<file path="config.mk">
export PLATFORM = sky130hd
export DESIGN_NAME = fifo_tlb_unit
export DESIGN_NICKNAME = d
export VERILOG_FILES = /design/src/rtl/core/ftlb_pkg.sv /design/src/rtl/core/ftlb_ram.sv /design/src/rtl/core/fifo_tlb_unit.sv
export SDC_FILE = /design/constraint.sdc
export NUM_CORES = 1
export LEC_CHECK = 0
export ABC_CLOCK_PERIOD_IN_PS = 5310
export BUFFER_PORTS_ARGS = -buffer_cell sky130_fd_sc_hd__buf_2
export CAP_MARGIN = 5
export CELL_PAD_IN_SITES_DETAIL_PLACEMENT = 1
export CELL_PAD_IN_SITES_GLOBAL_PLACEMENT = 2
export CORE_ASPECT_RATIO = 0.7
export CORE_MARGIN = 2
export CORE_UTILIZATION = 35
export CTS_CLUSTER_SIZE = 25
export DETAILED_ROUTE_END_ITERATION = 7
export PLACE_DENSITY = 0.66
export SLEW_MARGIN = 20
export SYNTH_ARGS = -nofsm -noshare
export SYNTH_HDL_FRONTEND = slang
export SYNTH_SLANG_ARGS = --single-unit
</file>
<file path="constraint.sdc">
create_clock -name i_clk -period 5.31 [get_ports i_clk]
set_input_delay 0 -clock i_clk [delete_from_list [all_inputs] [get_ports i_clk]]
set_output_delay 0 -clock i_clk [all_outputs]
set_load 0.02 [all_outputs]
</file>
<file path="src/rtl/core/ftlb_pkg.sv">
`default_nettype none

package ftlb_pkg;

    // Sizing of the buffer and of the page.
    localparam int TLB_ENTRIES = 16;
    localparam int PAGE_BYTES  = 4096;

    // Address split into page number and page offset.
    localparam int ADDR_W = 32;
    localparam int OFF_W  = $clog2(PAGE_BYTES);
    localparam int VPN_W  = ADDR_W - OFF_W;

    // Slot index and fill count widths.
    localparam int IDX_W = (TLB_ENTRIES > 1) ? $clog2(TLB_ENTRIES) : 1;
    localparam int CNT_W = $clog2(TLB_ENTRIES + 1);

    // Operation codes.
    localparam logic OP_LOOKUP = 1'b0;
    localparam logic OP_INSERT = 1'b1;

    // Request word.
    typedef struct packed {
        logic              op;
        logic [ADDR_W-1:0] vaddr;
        logic [ADDR_W-1:0] paddr;
    } t_tlb_req;

    // Response word.
    typedef struct packed {
        logic              hit;
        logic [ADDR_W-1:0] phys_addr;
        logic [31:0]       hit_count;
        logic [31:0]       miss_count;
    } t_tlb_rsp;

endpackage

`default_nettype wire

</file>
<file path="src/rtl/core/ftlb_ram.sv">
`default_nettype none

module ftlb_ram #(
    parameter int WIDTH = 8,
    parameter int DEPTH = 16
) (
    input  wire logic                                      i_clk,
    input  wire logic                                      i_we,
    input  wire logic [((DEPTH > 1) ? $clog2(DEPTH) : 1)-1:0] i_waddr,
    input  wire logic [WIDTH-1:0]                          i_wdata,
    input  wire logic [((DEPTH > 1) ? $clog2(DEPTH) : 1)-1:0] i_raddr,
    output logic      [WIDTH-1:0]                          o_rdata
);

    logic [WIDTH-1:0] r_mem [DEPTH];

    // One write port and one registered read port.
    always_ff @(posedge i_clk) begin
        if (i_we) begin
            r_mem[i_waddr] <= i_wdata;
        end
        o_rdata <= r_mem[i_raddr];
    end

endmodule

`default_nettype wire

</file>
<file path="src/rtl/core/fifo_tlb_unit.sv">
// Insert: the entry is written on accept, and the response is registered from ST_FIN once the output is free.
// Lookup: the entries are read newest first, at most TLB_ENTRIES of them, one per cycle
// through the single read port of the entry RAM, until a hit or the oldest entry;
// a lookup on an empty buffer reads nothing and goes straight to ST_FIN.
// One request is in work at a time; a new one is taken while a response waits.
// Synchronous active-low reset clears the fill count, oldest slot, counters, phys_base
// and the handshake state; entry RAM contents are only compared within the fill range.
`default_nettype none

module fifo_tlb_unit
    import ftlb_pkg::*;
(
    input  wire logic     i_clk,
    input  wire logic     i_rst_n,
    input  wire logic     i_in_valid,
    output logic          o_in_ready,
    input  wire t_tlb_req i_in_data,
    output logic          o_out_valid,
    input  wire logic     i_out_ready,
    output t_tlb_rsp      o_out_data,
    input  wire logic     i_cfg_valid,
    output logic          o_cfg_ready,
    input  wire logic [ADDR_W-1:0] i_cfg_data
);

    localparam logic [1:0] ST_IDLE   = 2'd0;
    localparam logic [1:0] ST_SEARCH = 2'd1;
    localparam logic [1:0] ST_FIN    = 2'd2;

    logic [1:0]        r_state, n_state;
    logic [CNT_W-1:0]  r_fill, n_fill;
    logic [IDX_W-1:0]  r_oldest, n_oldest;
    logic [IDX_W-1:0]  r_k, n_k;
    logic              r_chk, n_chk;
    logic              r_chk_last, n_chk_last;
    logic              r_hit, n_hit;
    logic [VPN_W-1:0]  r_ppn, n_ppn;
    logic [ADDR_W-1:0] r_vaddr, n_vaddr;
    logic [ADDR_W-1:0] r_phys_base;
    logic [31:0]       r_hits, n_hits;
    logic [31:0]       r_misses, n_misses;
    logic              r_out_valid, n_out_valid;
    t_tlb_rsp          r_out, n_out;
    logic              r_op_lookup;

    logic              ram_we;
    logic [IDX_W-1:0]  ram_waddr;
    logic [2*VPN_W-1:0] ram_wdata;
    logic [IDX_W-1:0]  ram_raddr;
    logic [2*VPN_W-1:0] ram_rdata;
    logic [ADDR_W-1:0] ins_diff;
    logic              in_acc;
    logic              out_free;

    // Slot of the entry with the given age, oldest being age zero.
    function automatic logic [IDX_W-1:0] slot_of(input logic [IDX_W-1:0] oldest,
                                                 input logic [IDX_W-1:0] age);
        logic [IDX_W:0] sum;
        sum = {1'b0, oldest} + {1'b0, age};
        if (sum >= (IDX_W+1)'(TLB_ENTRIES)) begin
            sum = sum - (IDX_W+1)'(TLB_ENTRIES);
        end
        return sum[IDX_W-1:0];
    endfunction

    assign o_in_ready  = (r_state == ST_IDLE);
    assign o_cfg_ready = 1'b1;
    assign o_out_valid = r_out_valid;
    assign o_out_data  = r_out;
    assign in_acc      = i_in_valid && o_in_ready;
    assign out_free    = !r_out_valid || i_out_ready;
    assign ins_diff    = i_in_data.paddr - r_phys_base;
    assign ram_raddr   = slot_of(r_oldest, r_k);

    // Entry RAM: each word holds the virtual page over the physical page relative to phys_base.
    ftlb_ram #(
        .WIDTH (2 * VPN_W),
        .DEPTH (TLB_ENTRIES)
    ) u_entries (
        .i_clk   (i_clk),
        .i_we    (ram_we),
        .i_waddr (ram_waddr),
        .i_wdata (ram_wdata),
        .i_raddr (ram_raddr),
        .o_rdata (ram_rdata)
    );

    // Sequencer: accept, for a lookup walk the entries newest first, then post the response.
    // Only one request is in work, so a write never overlaps a search over the entries.
    always_comb begin
        n_state     = r_state;
        n_fill      = r_fill;
        n_oldest    = r_oldest;
        n_k         = r_k;
        n_chk       = r_chk;
        n_chk_last  = r_chk_last;
        n_hit       = r_hit;
        n_ppn       = r_ppn;
        n_vaddr     = r_vaddr;
        n_hits      = r_hits;
        n_misses    = r_misses;
        n_out_valid = r_out_valid && !i_out_ready;
        n_out       = r_out;
        ram_we      = 1'b0;
        ram_waddr   = r_oldest;
        ram_wdata   = {i_in_data.vaddr[ADDR_W-1:OFF_W], ins_diff[ADDR_W-1:OFF_W]};

        unique case (r_state)
            ST_IDLE: begin
                if (in_acc) begin
                    n_vaddr = i_in_data.vaddr;
                    n_hit   = 1'b0;
                    n_chk   = 1'b0;
                    if (i_in_data.op == OP_INSERT) begin
                        ram_we  = 1'b1;
                        n_state = ST_FIN;
                        if (r_fill == CNT_W'(TLB_ENTRIES)) begin
                            ram_waddr = r_oldest;
                            n_oldest  = (r_oldest == IDX_W'(TLB_ENTRIES - 1)) ?
                                        '0 : r_oldest + 1'b1;
                        end else begin
                            ram_waddr = slot_of(r_oldest, r_fill[IDX_W-1:0]);
                            n_fill    = r_fill + 1'b1;
                        end
                    end else if (r_fill == '0) begin
                        n_state = ST_FIN;
                    end else begin
                        n_k     = r_fill[IDX_W-1:0] - 1'b1;
                        n_state = ST_SEARCH;
                    end
                end
            end
            ST_SEARCH: begin
                // Issue the read for the current age and check the previous one.
                n_chk      = 1'b1;
                n_chk_last = (r_k == '0);
                if (r_k != '0) begin
                    n_k = r_k - 1'b1;
                end
                if (r_chk) begin
                    if (ram_rdata[2*VPN_W-1:VPN_W] == r_vaddr[ADDR_W-1:OFF_W]) begin
                        n_hit   = 1'b1;
                        n_ppn   = ram_rdata[VPN_W-1:0];
                        n_state = ST_FIN;
                    end else if (r_chk_last) begin
                        n_state = ST_FIN;
                    end
                end
            end
            ST_FIN: begin
                if (out_free) begin
                    n_out.hit        = r_hit;
                    n_out.phys_addr  = r_hit ?
                                       r_phys_base + {r_ppn, r_vaddr[OFF_W-1:0]} : '0;
                    n_out.hit_count  = r_hits;
                    n_out.miss_count = r_misses;
                    if (r_op_lookup) begin
                        if (r_hit) begin
                            if (r_hits != '1) begin
                                n_hits = r_hits + 1'b1;
                            end
                            n_out.hit_count = n_hits;
                        end else begin
                            if (r_misses != '1) begin
                                n_misses = r_misses + 1'b1;
                            end
                            n_out.miss_count = n_misses;
                        end
                    end
                    n_out_valid = 1'b1;
                    n_state     = ST_IDLE;
                end
            end
            default: begin
                n_state = ST_IDLE;
            end
        endcase
    end

    // Operation of the request in work.
    always_ff @(posedge i_clk) begin
        if (in_acc) begin
            r_op_lookup <= (i_in_data.op == OP_LOOKUP);
        end
    end

    // Control and counter registers.
    always_ff @(posedge i_clk) begin
        if (!i_rst_n) begin
            r_state     <= ST_IDLE;
            r_fill      <= '0;
            r_oldest    <= '0;
            r_chk       <= 1'b0;
            r_chk_last  <= 1'b0;
            r_hits      <= '0;
            r_misses    <= '0;
            r_out_valid <= 1'b0;
            r_phys_base <= '0;
        end else begin
            r_state     <= n_state;
            r_fill      <= n_fill;
            r_oldest    <= n_oldest;
            r_chk       <= n_chk;
            r_chk_last  <= n_chk_last;
            r_hits      <= n_hits;
            r_misses    <= n_misses;
            r_out_valid <= n_out_valid;
            if (i_cfg_valid && o_cfg_ready) begin
                r_phys_base <= i_cfg_data;
            end
        end
    end

    // Payload registers.
    always_ff @(posedge i_clk) begin
        r_k     <= n_k;
        r_hit   <= n_hit;
        r_ppn   <= n_ppn;
        r_vaddr <= n_vaddr;
        r_out   <= n_out;
    end

    // The fill count never exceeds the number of slots.
    assert property (@(posedge i_clk) disable iff (!i_rst_n)
        r_fill <= CNT_W'(TLB_ENTRIES))
        else $error("fill count above capacity");

    // The oldest slot only moves once the buffer is full.
    assert property (@(posedge i_clk) disable iff (!i_rst_n)
        (r_oldest != '0) |-> (r_fill == CNT_W'(TLB_ENTRIES)))
        else $error("oldest slot moved before the buffer filled");

    // A search only runs over a nonempty buffer.
    assert property (@(posedge i_clk) disable iff (!i_rst_n)
        (r_state == ST_SEARCH) |-> (r_fill != '0))
        else $error("search over an empty buffer");

    // After an accept, no further request is taken in the next cycle.
    assert property (@(posedge i_clk) disable iff (!i_rst_n)
        in_acc |=> !o_in_ready)
        else $error("request taken while one is in work");

    // A response without a hit carries a zero address.
    assert property (@(posedge i_clk) disable iff (!i_rst_n)
        (o_out_valid && !o_out_data.hit) |-> (o_out_data.phys_addr == '0))
        else $error("miss response carries an address");

endmodule

`default_nettype wire
</file>
==> summary.md, run 1 <==
| Metric | Value |
|---|---|
| Worst Clk Skew | 54.12 ps |
| Post-Synthesis Mean Instance Area | about 16 um2 |
| EDFF count, synth | 795 |
| Endpoint type of the worst setup path | flop |
| Register bit total from synthesis | 945 |
| Maximum vdd drop | 0.2542 mV |
| DRC | 0 |
| Crit-path max cell delay | about 830 ps |
| Pre-CTS WS | approximately 1300 ps |
| Leak | approximately 16 nW |
| Worst-path clk slew | roughly 60 ps |
| Slew Limit Fails | 0 |
| Final Hold Viols | 0 |
| Initial antenna violation count | 2 |
| Slew @ Worst Pin | 1042 ps |
| Synth area leaders | edfxtp_1 (61%), mux4_2 (9.1%), dfxtp_1 (7.6%) |
| Ports | ~200 |
| # H-tree levels | 3 |
| GRT overflow | 0 |
| Top delay family on crit path | compound AO/OA/AOI/OAI gates |
| Share of cells above drive strength 1 | 0.2103 |
| Startpoint Class | flop |
| Vias in the first global route | roughly 24000 |
| Core Footprint | 0.1112 mm2 |
| Most common cell after layout, fill and taps aside | edfxtp_1 |
| Largest net degree at the start of global routing | roughly 110 |
| Die area | 0.1154 mm2 |
| GRT Util Overall | 0.1786 |
| First-pass GRT wire length | 155200 um |
| Netlist cell types | 71 |
| Fmax achieved | 239.9 MHz |
| Pre-antenna DRT Iters | 5 |
| Kind of critical path | flop to flop |
| Buffers added on ports | 200 |
| # rows | just over 100 |
| RSZ-0062 raised after global routing | no |
| Most frequent cells in the layout | edfxtp_1 (795), buf_2 (200), nand2_1 (198) |
| Synth Flop Type | edfxtp_1 |
| Antenna Violating Nets Remaining | 0 |
| Final worst-path cycle share | 0.7850 |
| # Post-CTS Setup Buffers | 0 |
| Power density over the cells | 353.7 mW/mm2 |
| Final Wtd Congestion | 0.8109 |
| Die width | 405.1 um |
| Mapped cell area | 0.03942 mm2 |
| Critical-path cell list | inv_1, ha_1, a2111oi_2, o31ai_1, a211o_1, a2111oi_2, o31ai_1, xor2_1 |
| Asr flop ratio synth | 0 |
| Max cap viols | 0 |
| Clock Tree Buf Depth | 3 |
| Drt wl/cell | around 23 um |
| Setup TNS | 0 ps |
| Buf/Inv on CP | 1 |
| Syn_nets | 2690 |
| Rel. slew slack | 0.3030 |
| Max FO, Critical Path | 16 |
| DR vias/cell | 5.087 |
| Clock Root Buffer | clkbuf_16 |
| Fin crit period | 4168 ps |
| HPWL Detailed | 61280 um |
| CTS tree | yes |
| Yosys warns | 0 |
| Status | finished, final reports clean |
| Final Worst Setup Slack | 1142 ps |
| Worst Path Arrival | 4520 ps |
| NumNets Final | 3004 |
| Top-area cell type share of the netlist area | 0.6057 |
| Hold WC Path Type | input pin to flop |
| Synth area leader | edfxtp_1 |
| Slowest-stage cell, CP | xor2_1 |
| Seq/Total Area, Yosys | 0.6819 |
| Final setup violation count | 0 |
| CTS Buf Count | 96 |
| Height of the die | 284.8 um |
| Via count | 22460 |
| Worst EP required | 5660 ps |
| Clk_lat worst skew | 700 ps |
| Final wirelength | 103000 um |
| First-iteration detailed-routing DRC count | 1548 |
| Clock Sinks | 945 |
| Area Growth Syn to Fin | 18.11% |
| Starting density of the core | 0.3546 |
| Final hold slack | 9.499 ps |
| Cells after Synth | roughly 2500 |
-- path summary, 6_finish.rpt --
kind         depth (start not counted)  slack (ps)                               end                          from
min                                  3           9           r_hits[20]$_SDFFE_PN0P_                       i_rst_n
max                                  8        1140  u_entries.r_mem[4][12]$_DFFE_PP_   r_phys_base[1]$_SDFFE_PN0P_
max reg2reg                          8        1140  u_entries.r_mem[4][12]$_DFFE_PP_   r_phys_base[1]$_SDFFE_PN0P_
min reg2reg                          0         400                r_ppn[2]$_DFFE_PP_  u_entries.o_rdata[2]$_DFF_P_
-- flip-flops by register name, indices dropped and copies added, names as in the netlist, 2 cells and up --
register / cells
o_out_data: 97
r_fill: 5
r_hits: 32
r_k: 4
r_misses: 32
r_oldest: 4
r_phys_base: 32
r_ppn: 20
r_state: 2
r_vaddr: 32
u_entries.o_rdata: 40
u_entries.r_mem: 640
-- logic make-up (layout without fill, tap and decap cells) --
| logic type | Yosys count | count (layout) | share of synthesized area |
|---|---|---|---|
| and+or+nand+nor | 653 | 653 | 0.08384 |
| other | 1 | 2 | 0.00009514 |
| buffers and inverters | 161 | 555 | 0.01641 |
| xor gates and xnor gates | 183 | 183 | 0.04066 |
| AOI/OAI and AO/OA | 287 | 287 | 0.04923 |
| adders and majority gates | 76 | 76 | 0.02470 |
| DFF | 945 | 945 | 0.6819 |
| muxes | 206 | 206 | 0.1032 |
-- worst reg2reg max path: stages, from the launching register on --
cell and delay (ps):
dfxtp_1 410, inv_1 80, ha_1 310, a2111oi_2 740
o31ai_1 210, a211o_1 420, a2111oi_2 600, o31ai_1 220
xor2_1 830
-- metal layers --
layer  global-route usage  up-vias  routed length [um]
li1                     -    10210                   -
met1               0.2592    11760               48970
met2               0.2855      369               48610
met3              0.02776      119                3661
met4              0.03507        0                1714
met5                    0        -                   0
-- cells in the mapped netlist, types with 3 or more instances --
cell type / count
o21bai_1: 3
nand4_1: 35
nand3_1: 48
ha_1: 73
a211o_1: 6
a211oi_1: 48
buf_2: 22
nand2b_1: 15
nor3b_1: 4
mux4_2: 160
mux2_2: 3
inv_1: 55
nor4_1: 7
o21ai_0: 35
nor3_1: 24
or2_2: 3
a21o_1: 34
a21boi_0: 12
dfxtp_1: 150
mux2i_1: 43
and4_1: 3
fa_1: 3
nand3b_1: 3
o211ai_1: 3
a31oi_1: 47
nor2_1: 113
and3_1: 14
xor2_1: 72
nor2b_1: 48
buf_1: 4
a21oi_1: 64
o21a_1: 9
and2_1: 105
clkbuf_1: 77
nand2_1: 198
xnor2_1: 111
or3_1: 16
edfxtp_1: 795
-- power breakdown --
part	switching, W	leakage, nW	total, W	internal [W]
clock	0.00294	1.56	0.00685	0.00391
sequential	0.0000642	8.51	0.00841	0.00834
combinational	0.000780	6.08	0.00121	0.000426
-- layout make-up --
type | count | area (um2)
clock inverter | 42 | 545.5
multi-input combinational | 1406 | 12170
tap | 1508 | 1887
sequential | 945 | 26880
clock buffer | 136 | 2653
fill | 11080 | 64600
antenna | 1 | 2.502
timing repair buffer | 322 | 2211
inverter | 55 | 206.4
-- what timing repair did --
action | CTS | global route
hold endpoints to repair | 402 | 0
setup endpoints to repair | 0 | 0
hold buffers | 76 | 0
gates resized for setup | 0 | 0
-- stage by stage --
| stage | area [um2] | instances | total power [W] | utilization |
|---|---|---|---|---|
| 3_5_place_dp | 42480 | 4160 | 0.009717 | 0.3822 |
| 4_1_cts | 46440 | 4414 | 0.01665 | 0.4178 |
| 3_3_place_gp | 42480 | 4160 | 0.009666 | 0.3822 |
| 5_1_grt | 46550 | 4415 | 0.01705 | 0.4188 |
| 2_1_floorplan | 39420 | 2512 | 0.009259 | - |
| 6_report | 46550 | 4415 | 0.01647 | 0.4188 |
(Power assumes the default switching activity.)
==> run 2: changes to the inputs <==
ABC_AREA = 1   (was not set)
ABC_CLOCK_PERIOD_IN_PS = 3700   (was 5310)
PLACE_DENSITY = 0.75   (was 0.66)
clock period = 3.7 ns   (was 5.31 ns; I/O delays follow)
==> run 2 against run 1 <==
Effect of this change:
- synthesized cell count up 68%
- largest cell class unchanged
- clock-buffer cell count decreased by 13
- area after synthesis rose by 9.9%
==> summary.md, run 2 <==
| Metric | Value |
|---|---|
| Fmax achieved | 321.9 MHz |
| Post-Synthesis Mean Instance Area | 10.26 um2 |
| Leak | roughly 20 nW |
| Endpoint type of the worst setup path | flop |
| Cell area after placement | 0.04681 mm2 |
| Largest family of logic cells by synthesized area | simple AND/OR/NAND/NOR gates |
| Clock Tree Buf Depth | 3 |
| Syn_nets | 4397 |
| CTS tree | yes |
| Yosys warns | 0 |
| DR vias/cell | 5.170 |
| First-iteration detailed-routing DRC count | approximately 2700 |
| Height of the die | roughly 300 um |
| Starting density of the core | 0.3542 |
| Slew Limit Fails | 0 |
| Power density over the cells | 666.0 mW/mm2 |
| Final worst-path cycle share | 0.8396 |
| Buffers added on ports | 200 |
| Worst EP required | 4120 ps |
| Largest reg by FF count | u_entries.r_mem |
| Hold WC Path Type | input pin to flop |
| Netlist cell types | 47 |
| First-pass GRT wire length | approximately 210000 um |
| Startpoint Class | flop |
| Fin area | between 0.05 and 0.06 mm2 |
| Clock Sinks | 945 |
| Pre-antenna DRT Iters | 5 |
| Max FO, Critical Path | 15 |
| Post-synth top cells | edfxtp_1 (795), nand2_1 (773), inv_1 (493) |
| Mapped cell area | 0.04330 mm2 |
| Die area | 0.1266 mm2 |
| Fin util | 0.4167 |
| Asr flop ratio synth | 0 |
| EDFF count, synth | 795 |
| Share of cells above drive strength 1 | 0.1034 |
| Most frequent cells in the layout | edfxtp_1 (795), nand2_1 (772), inv_1 (492) |
| Core Footprint | 0.1222 mm2 |
| Final Hold Viols | 0 |
| Vias in the first global route | 32340 |
| Fin crit period | 3107 ps |
| Antenna Violating Nets Remaining | 0 |
| Register bit total from synthesis | approximately 950 |
| Final Wtd Congestion | between 0.8 and 0.9 |
| Drt wl/cell | 22.67 um |
| NumNets Final | 4690 |
| GRT Util Overall | 0.2222 |
| Initial antenna violation count | 1 |
| Slew @ Worst Pin | 924.7 ps |
| # rows | between 100 and 150 |
| Most frequent cell after synthesis | edfxtp_1 |
| Largest register FFs | 640 |
| Synth Flop Type | edfxtp_1 |
| Final wirelength | 141200 um |
| Maximum vdd drop | 0.5586 mV |
| Synth area leader | edfxtp_1 |
| Max cap viols | 0 |
| GRT overflow | 0 |
| Die width | 424.4 um |
| Cells after Synth | ~4200 |
| Simple-Gate Fraction of Synth Area | 0.1305 |
| Clk_lat worst skew | between 700 and 800 ps |
| DRC | 0 |
| Rel. slew slack | 0.3835 |
| Filler instances | 13530 |
| Synth area leaders | edfxtp_1 (55%), dfxtp_1 (6.9%), nand2_1 (6.7%) |
| Seq/Total Area, Yosys | 0.6207 |
| Setup TNS | 0 ps |
| Clock Root Buffer | clkbuf_16 |
| Worst Clk Skew | ~58 ps |
| Kind of critical path | flop to flop |
| Post-cts resize count | 0 |
| R2R setup slack | 590 ps |
| Worst Path Arrival | 3530 ps |
| Final setup violation count | 0 |
| Tot Pwr | 0.03392 W |
| Status | finished, final reports clean |
| Largest net degree at the start of global routing | 105 |
| HPWL Detailed | 95010 um |
| Mux contribution to synthesized area | 0.03699 |
| RSZ-0062 raised after global routing | no |
| Synthesized-area fraction occupied by adder cells | 0.02248 |
| XOR/XNOR Fraction of Synth Area | 0.006039 |
| Worst-path clk slew | 70 ps |
| CTS Buf Count | 97 |
| # H-tree levels | 3 |
| Most common cell after layout, fill and taps aside | edfxtp_1 |
| Synth Area in Compound Gates | 0.1223 |
| Via count | 32210 |
| Top-area cell type share of the netlist area | 0.5513 |
| Area Growth Syn to Fin | 17.63% |
| Ports | roughly 200 |
## run 2: final cells by class
cell class | count | area [um2] | share of cell area
clock inverter | 57 | 635.6 | 0.01248
tap | 1635 | 2046 | 0.04016
inverter | 504 | 1897 | 0.03724
antenna | 1 | 2.502 | 0.00004913
timing repair buffer | 373 | 2910 | 0.05714
sequential | 945 | 26880 | 0.5276
clock buffer | 123 | 2587 | 0.05080
multi-input combinational | 2591 | 13980 | 0.2745
## run 2: report_power, final
part / internal, W / switching [W] / leakage, nW / total (W)
clock network: 0.00568 / 0.00437 / 1.56 / 0.0101
logic: 0.00305 / 0.00690 / 9.54 / 0.00994
registers: 0.0132 / 0.000744 / 8.47 / 0.0139
## run 2: cells by family (layout without fill, tap and decap cells)
| group | after synthesis | count (layout) |
|---|---|---|
| simple gates | 1372 | 1372 |
| compound gates | 953 | 953 |
| flops | 945 | 945 |
| buf+inv | 683 | 1057 |
| mux | 160 | 160 |
| fa+ha+maj | 76 | 76 |
| xor+xnor | 29 | 29 |
| other cells | 1 | 2 |
## run 2: worst max-delay path: stages, from the launching register on
cell	delay, ps
dfxtp_1	380
ha_1	240
fa_1	380
xnor2_1	170
inv_1	50
o21ai_0	320
nand3_1	390
nor2_4	620
buf_12	250
## run 2: repair_timing
action                    in CTS  in global routing
hold endpoints to repair     398                  0
setup buffers                  0                  0
hold buffers                  89                  0
## run 2: path summary, 6_finish.rpt
kind,from,end,cells after the start
hold reg to reg,u_entries.o_rdata[19]$_DFF_P_,r_ppn[19]$_DFFE_PP_,0
setup / recovery,r_oldest[0]$_SDFFE_PN0P_,u_entries.r_mem[8][27]$_DFFE_PP_,8
setup reg to reg,r_oldest[0]$_SDFFE_PN0P_,u_entries.r_mem[8][27]$_DFFE_PP_,8
hold / removal,i_in_data[32],r_vaddr[0]$_DFFE_PP_,2
## run 2: metrics by stage
| stage | hold slack, ps | std cells | worst slack (ps) |
|---|---|---|---|
| finish | 45.15 | 6229 | 593.4 |
| global route | 29.56 | 6228 | 401.4 |
| CTS | 1.290 | 6228 | 597.3 |
| detailed placement | 179.3 | 5959 | 598.8 |
| global placement | 177.5 | 5959 | 626.6 |
| floorplan | 98.87 | 4219 | -189.4 |
## run 2: routing by layer
layer | track usage | part of all wire | wire [um] | up-vias
li1 | - | - | - | 15240
met1 | 0.3463 | 0.51 | 72500 | 16170
met2 | 0.3267 | 0.42 | 59940 | 667
met3 | 0.03032 | 0.046 | 6470 | 133
met4 | 0.04398 | 0.016 | 2284 | 0
met5 | 0 | 0 | 0 | -
==> run 3: changes to the inputs <==
ABC_CLOCK_PERIOD_IN_PS = 3060   (was 3700)
PLACE_DENSITY = 0.72   (was 0.75)
clock period = 3.06 ns   (was 3.7 ns; I/O delays follow)
==> run 3 against run 2 <==
Effect of this change:
- core utilization grew 0.41 points
- die area is the same
- highest routed layer unchanged
- critical endpoint is now u_entries.r_mem[12][10]$_DFFE_PP_
- largest power group unchanged
- final cell count increased by 0.39%
- cell area grew 0.97%
==> summary.md, run 3 (synthesis results as in run 2) <==
| Metric | Value |
|---|---|
| Status | finished, final reports clean |
| GRT Util Overall | 0.2130 |
| Largest net degree at the start of global routing | 120 |
| Most common cell after layout, fill and taps aside | edfxtp_1 |
| Die width | 424.4 um |
| Clock Sinks | 945 |
| Final Wtd Congestion | 0.8270 |
| Hold WC Path Type | input pin to flop |
| Largest reg by FF count | u_entries.r_mem |
| Clock Root Buffer | clkbuf_16 |
| # H-tree levels | 3 |
| Clk_lat worst skew | 740 ps |
| Max cap viols | 0 |
| RSZ-0062 raised after global routing | no |
| Share of cells above drive strength 1 | 0.1133 |
| Placed insts | 5974 |
| Final worst-path cycle share | 0.9033 |
| Worst EP required | 3520 ps |
| Core Footprint | around 0.12 mm2 |
| Clock Tree Buf Depth | 3 |
| GRT overflow | 0 |
| Rel. slew slack | 0.3163 |
| CTS Buf Count | 96 |
| Vias in the first global route | ~32000 |
| Drt wl/cell | 21.75 um |
| Slew @ Worst Pin | 1024 ps |
| Kind of critical path | flop to flop |
| Critical-path cell list | inv_1, ha_1, nand2_1, nor2_1, nand3_1, o21ai_0, nand2_1, nand2_1, nand2_1, nand2_1 |
| Most frequent cells in the layout | edfxtp_1 (795), nand2_1 (767), inv_1 (492) |
| Worst-path clk slew | 60 ps |
| Largest register FFs | 640 |
| DRC | 0 |
| HPWL Detailed | 87760 um |
| Final setup violation count | 0 |
| Via count | 31940 |
| Final wirelength | ~140000 um |
| Crit-path max cell delay | 480 ps |
| Die area | 0.1266 mm2 |
| Height of the die | about 300 um |
| Tot Pwr | 0.04107 W |
| Buffers added on ports | 200 |
| DR vias/cell | a little over 5 |
| R2R setup slack | 300 ps |
| Worst Path Arrival | between 3000 and 4000 ps |
| Initial antenna violation count | 0 |
| Maximum vdd drop | 0.7313 mV |
| Cell with the most instances on the worst path | nand2_1 |
| Final Worst Setup Slack | 295.9 ps |
| # rows | 107 |
| Slew Limit Fails | 0 |
| Non-filler cells in the finished layout | 6253 |
| Final Hold Viols | 0 |
| NumNets Final | 4710 |
| Fin util | 0.4208 |
| Fin crit period | 2764 ps |
| Fmax achieved | 361.8 MHz |
| Endpoint type of the worst setup path | flop |
| Pre-antenna DRT Iters | 6 |
| Ports | 202 |
| Startpoint Class | flop |
| Worst Clk Skew | 80.64 ps |
| Power density over the cells | 798.6 mW/mm2 |
| Setup TNS | 0 ps |
| Leak | 19.76 nW |
| First-pass GRT wire length | 204900 um |
| Area Growth Syn to Fin | 18.78% |
| Max FO, Critical Path | 16 |
| First-iteration detailed-routing DRC count | around 2200 |
| Pre-CTS WS | ~230 ps |
| Slowest-stage cell, CP | o21ai_0 |
| Antenna Violating Nets Remaining | 0 |
| CTS tree | yes |
| Starting density of the core | 0.3542 |
| # Post-CTS Setup Buffers | 0 |
run 3: changes by cell type in the layout (fill, tap and decap cells not counted), sizes merged:
| cell | change |
|---|---|
| dlygate4sd3 | +6 |
| buf | +15 |
| bufinv | +1 |
| clkbuf | -5 |
| clkinv | +1 |
| diode | +2 |
| inv | +1 |
| clkinvlp | +3 |
run 3: critical path: cells and delay by family (launching register included):
kind	cells	cell delay (ps)
fa+ha+maj	1	420
buf+inv	1	70
flops	1	340
simple gates	7	1170
compound gates	1	480
run 3: area by class of cell:
class                      count  area, um2
tap                         1635       2046
fill                       13530      70800
clock buffer                 118       2565
multi-input combinational   2591      14080
timing repair buffer         394       3183
antenna                        3      7.507
clock inverter                63      768.2
sequential                   945      26880
inverter                     504       1903
run 3: per-stage QoR:
step / instance area, um2 / hold WS [ps]
final: 51430 / 110.0
after global routing: 51420 / 96.78
after CTS: 51410 / 29.32
after detailed placement: 47120 / 180.1
after global placement: 47120 / 179.9
after floorplan: 43530 / 98.87
run 3: worst paths after layout:
path	endpoint	depth (start not counted)	start
worst min register to register	r_ppn[1]$_DFFE_PP_	0	u_entries.o_rdata[1]$_DFF_P_
worst max register to register	u_entries.r_mem[12][10]$_DFFE_PP_	10	r_phys_base[12]$_SDFFE_PN0P_
worst max-delay path	u_entries.r_mem[12][10]$_DFFE_PP_	10	r_phys_base[12]$_SDFFE_PN0P_
worst min-delay path	u_entries.r_mem[8][11]$_DFFE_PP_	4	i_in_data[23]
run 3: routing by layer:
layer  up-vias  global-route usage  share of wire
met5         -                   0              0
met3       127             0.03083          0.042
li1      15280                   -              -
met2       588              0.3178           0.43
met1     15940              0.3268           0.51
met4         0             0.04245          0.018
run 3: power by group:
group | total (W) | internal (W) | switching [W]
clock | 0.0124 | 0.00698 | 0.00542
combinational | 0.0118 | 0.00374 | 0.00811
sequential | 0.0168 | 0.0159 | 0.000869
run 3: what timing repair did:
item	4_1_cts	5_1_grt
hold buffers	95	0
hold endpoints to repair	406	0
gates resized for setup	0	2
endpoints found under the setup margin	0	32
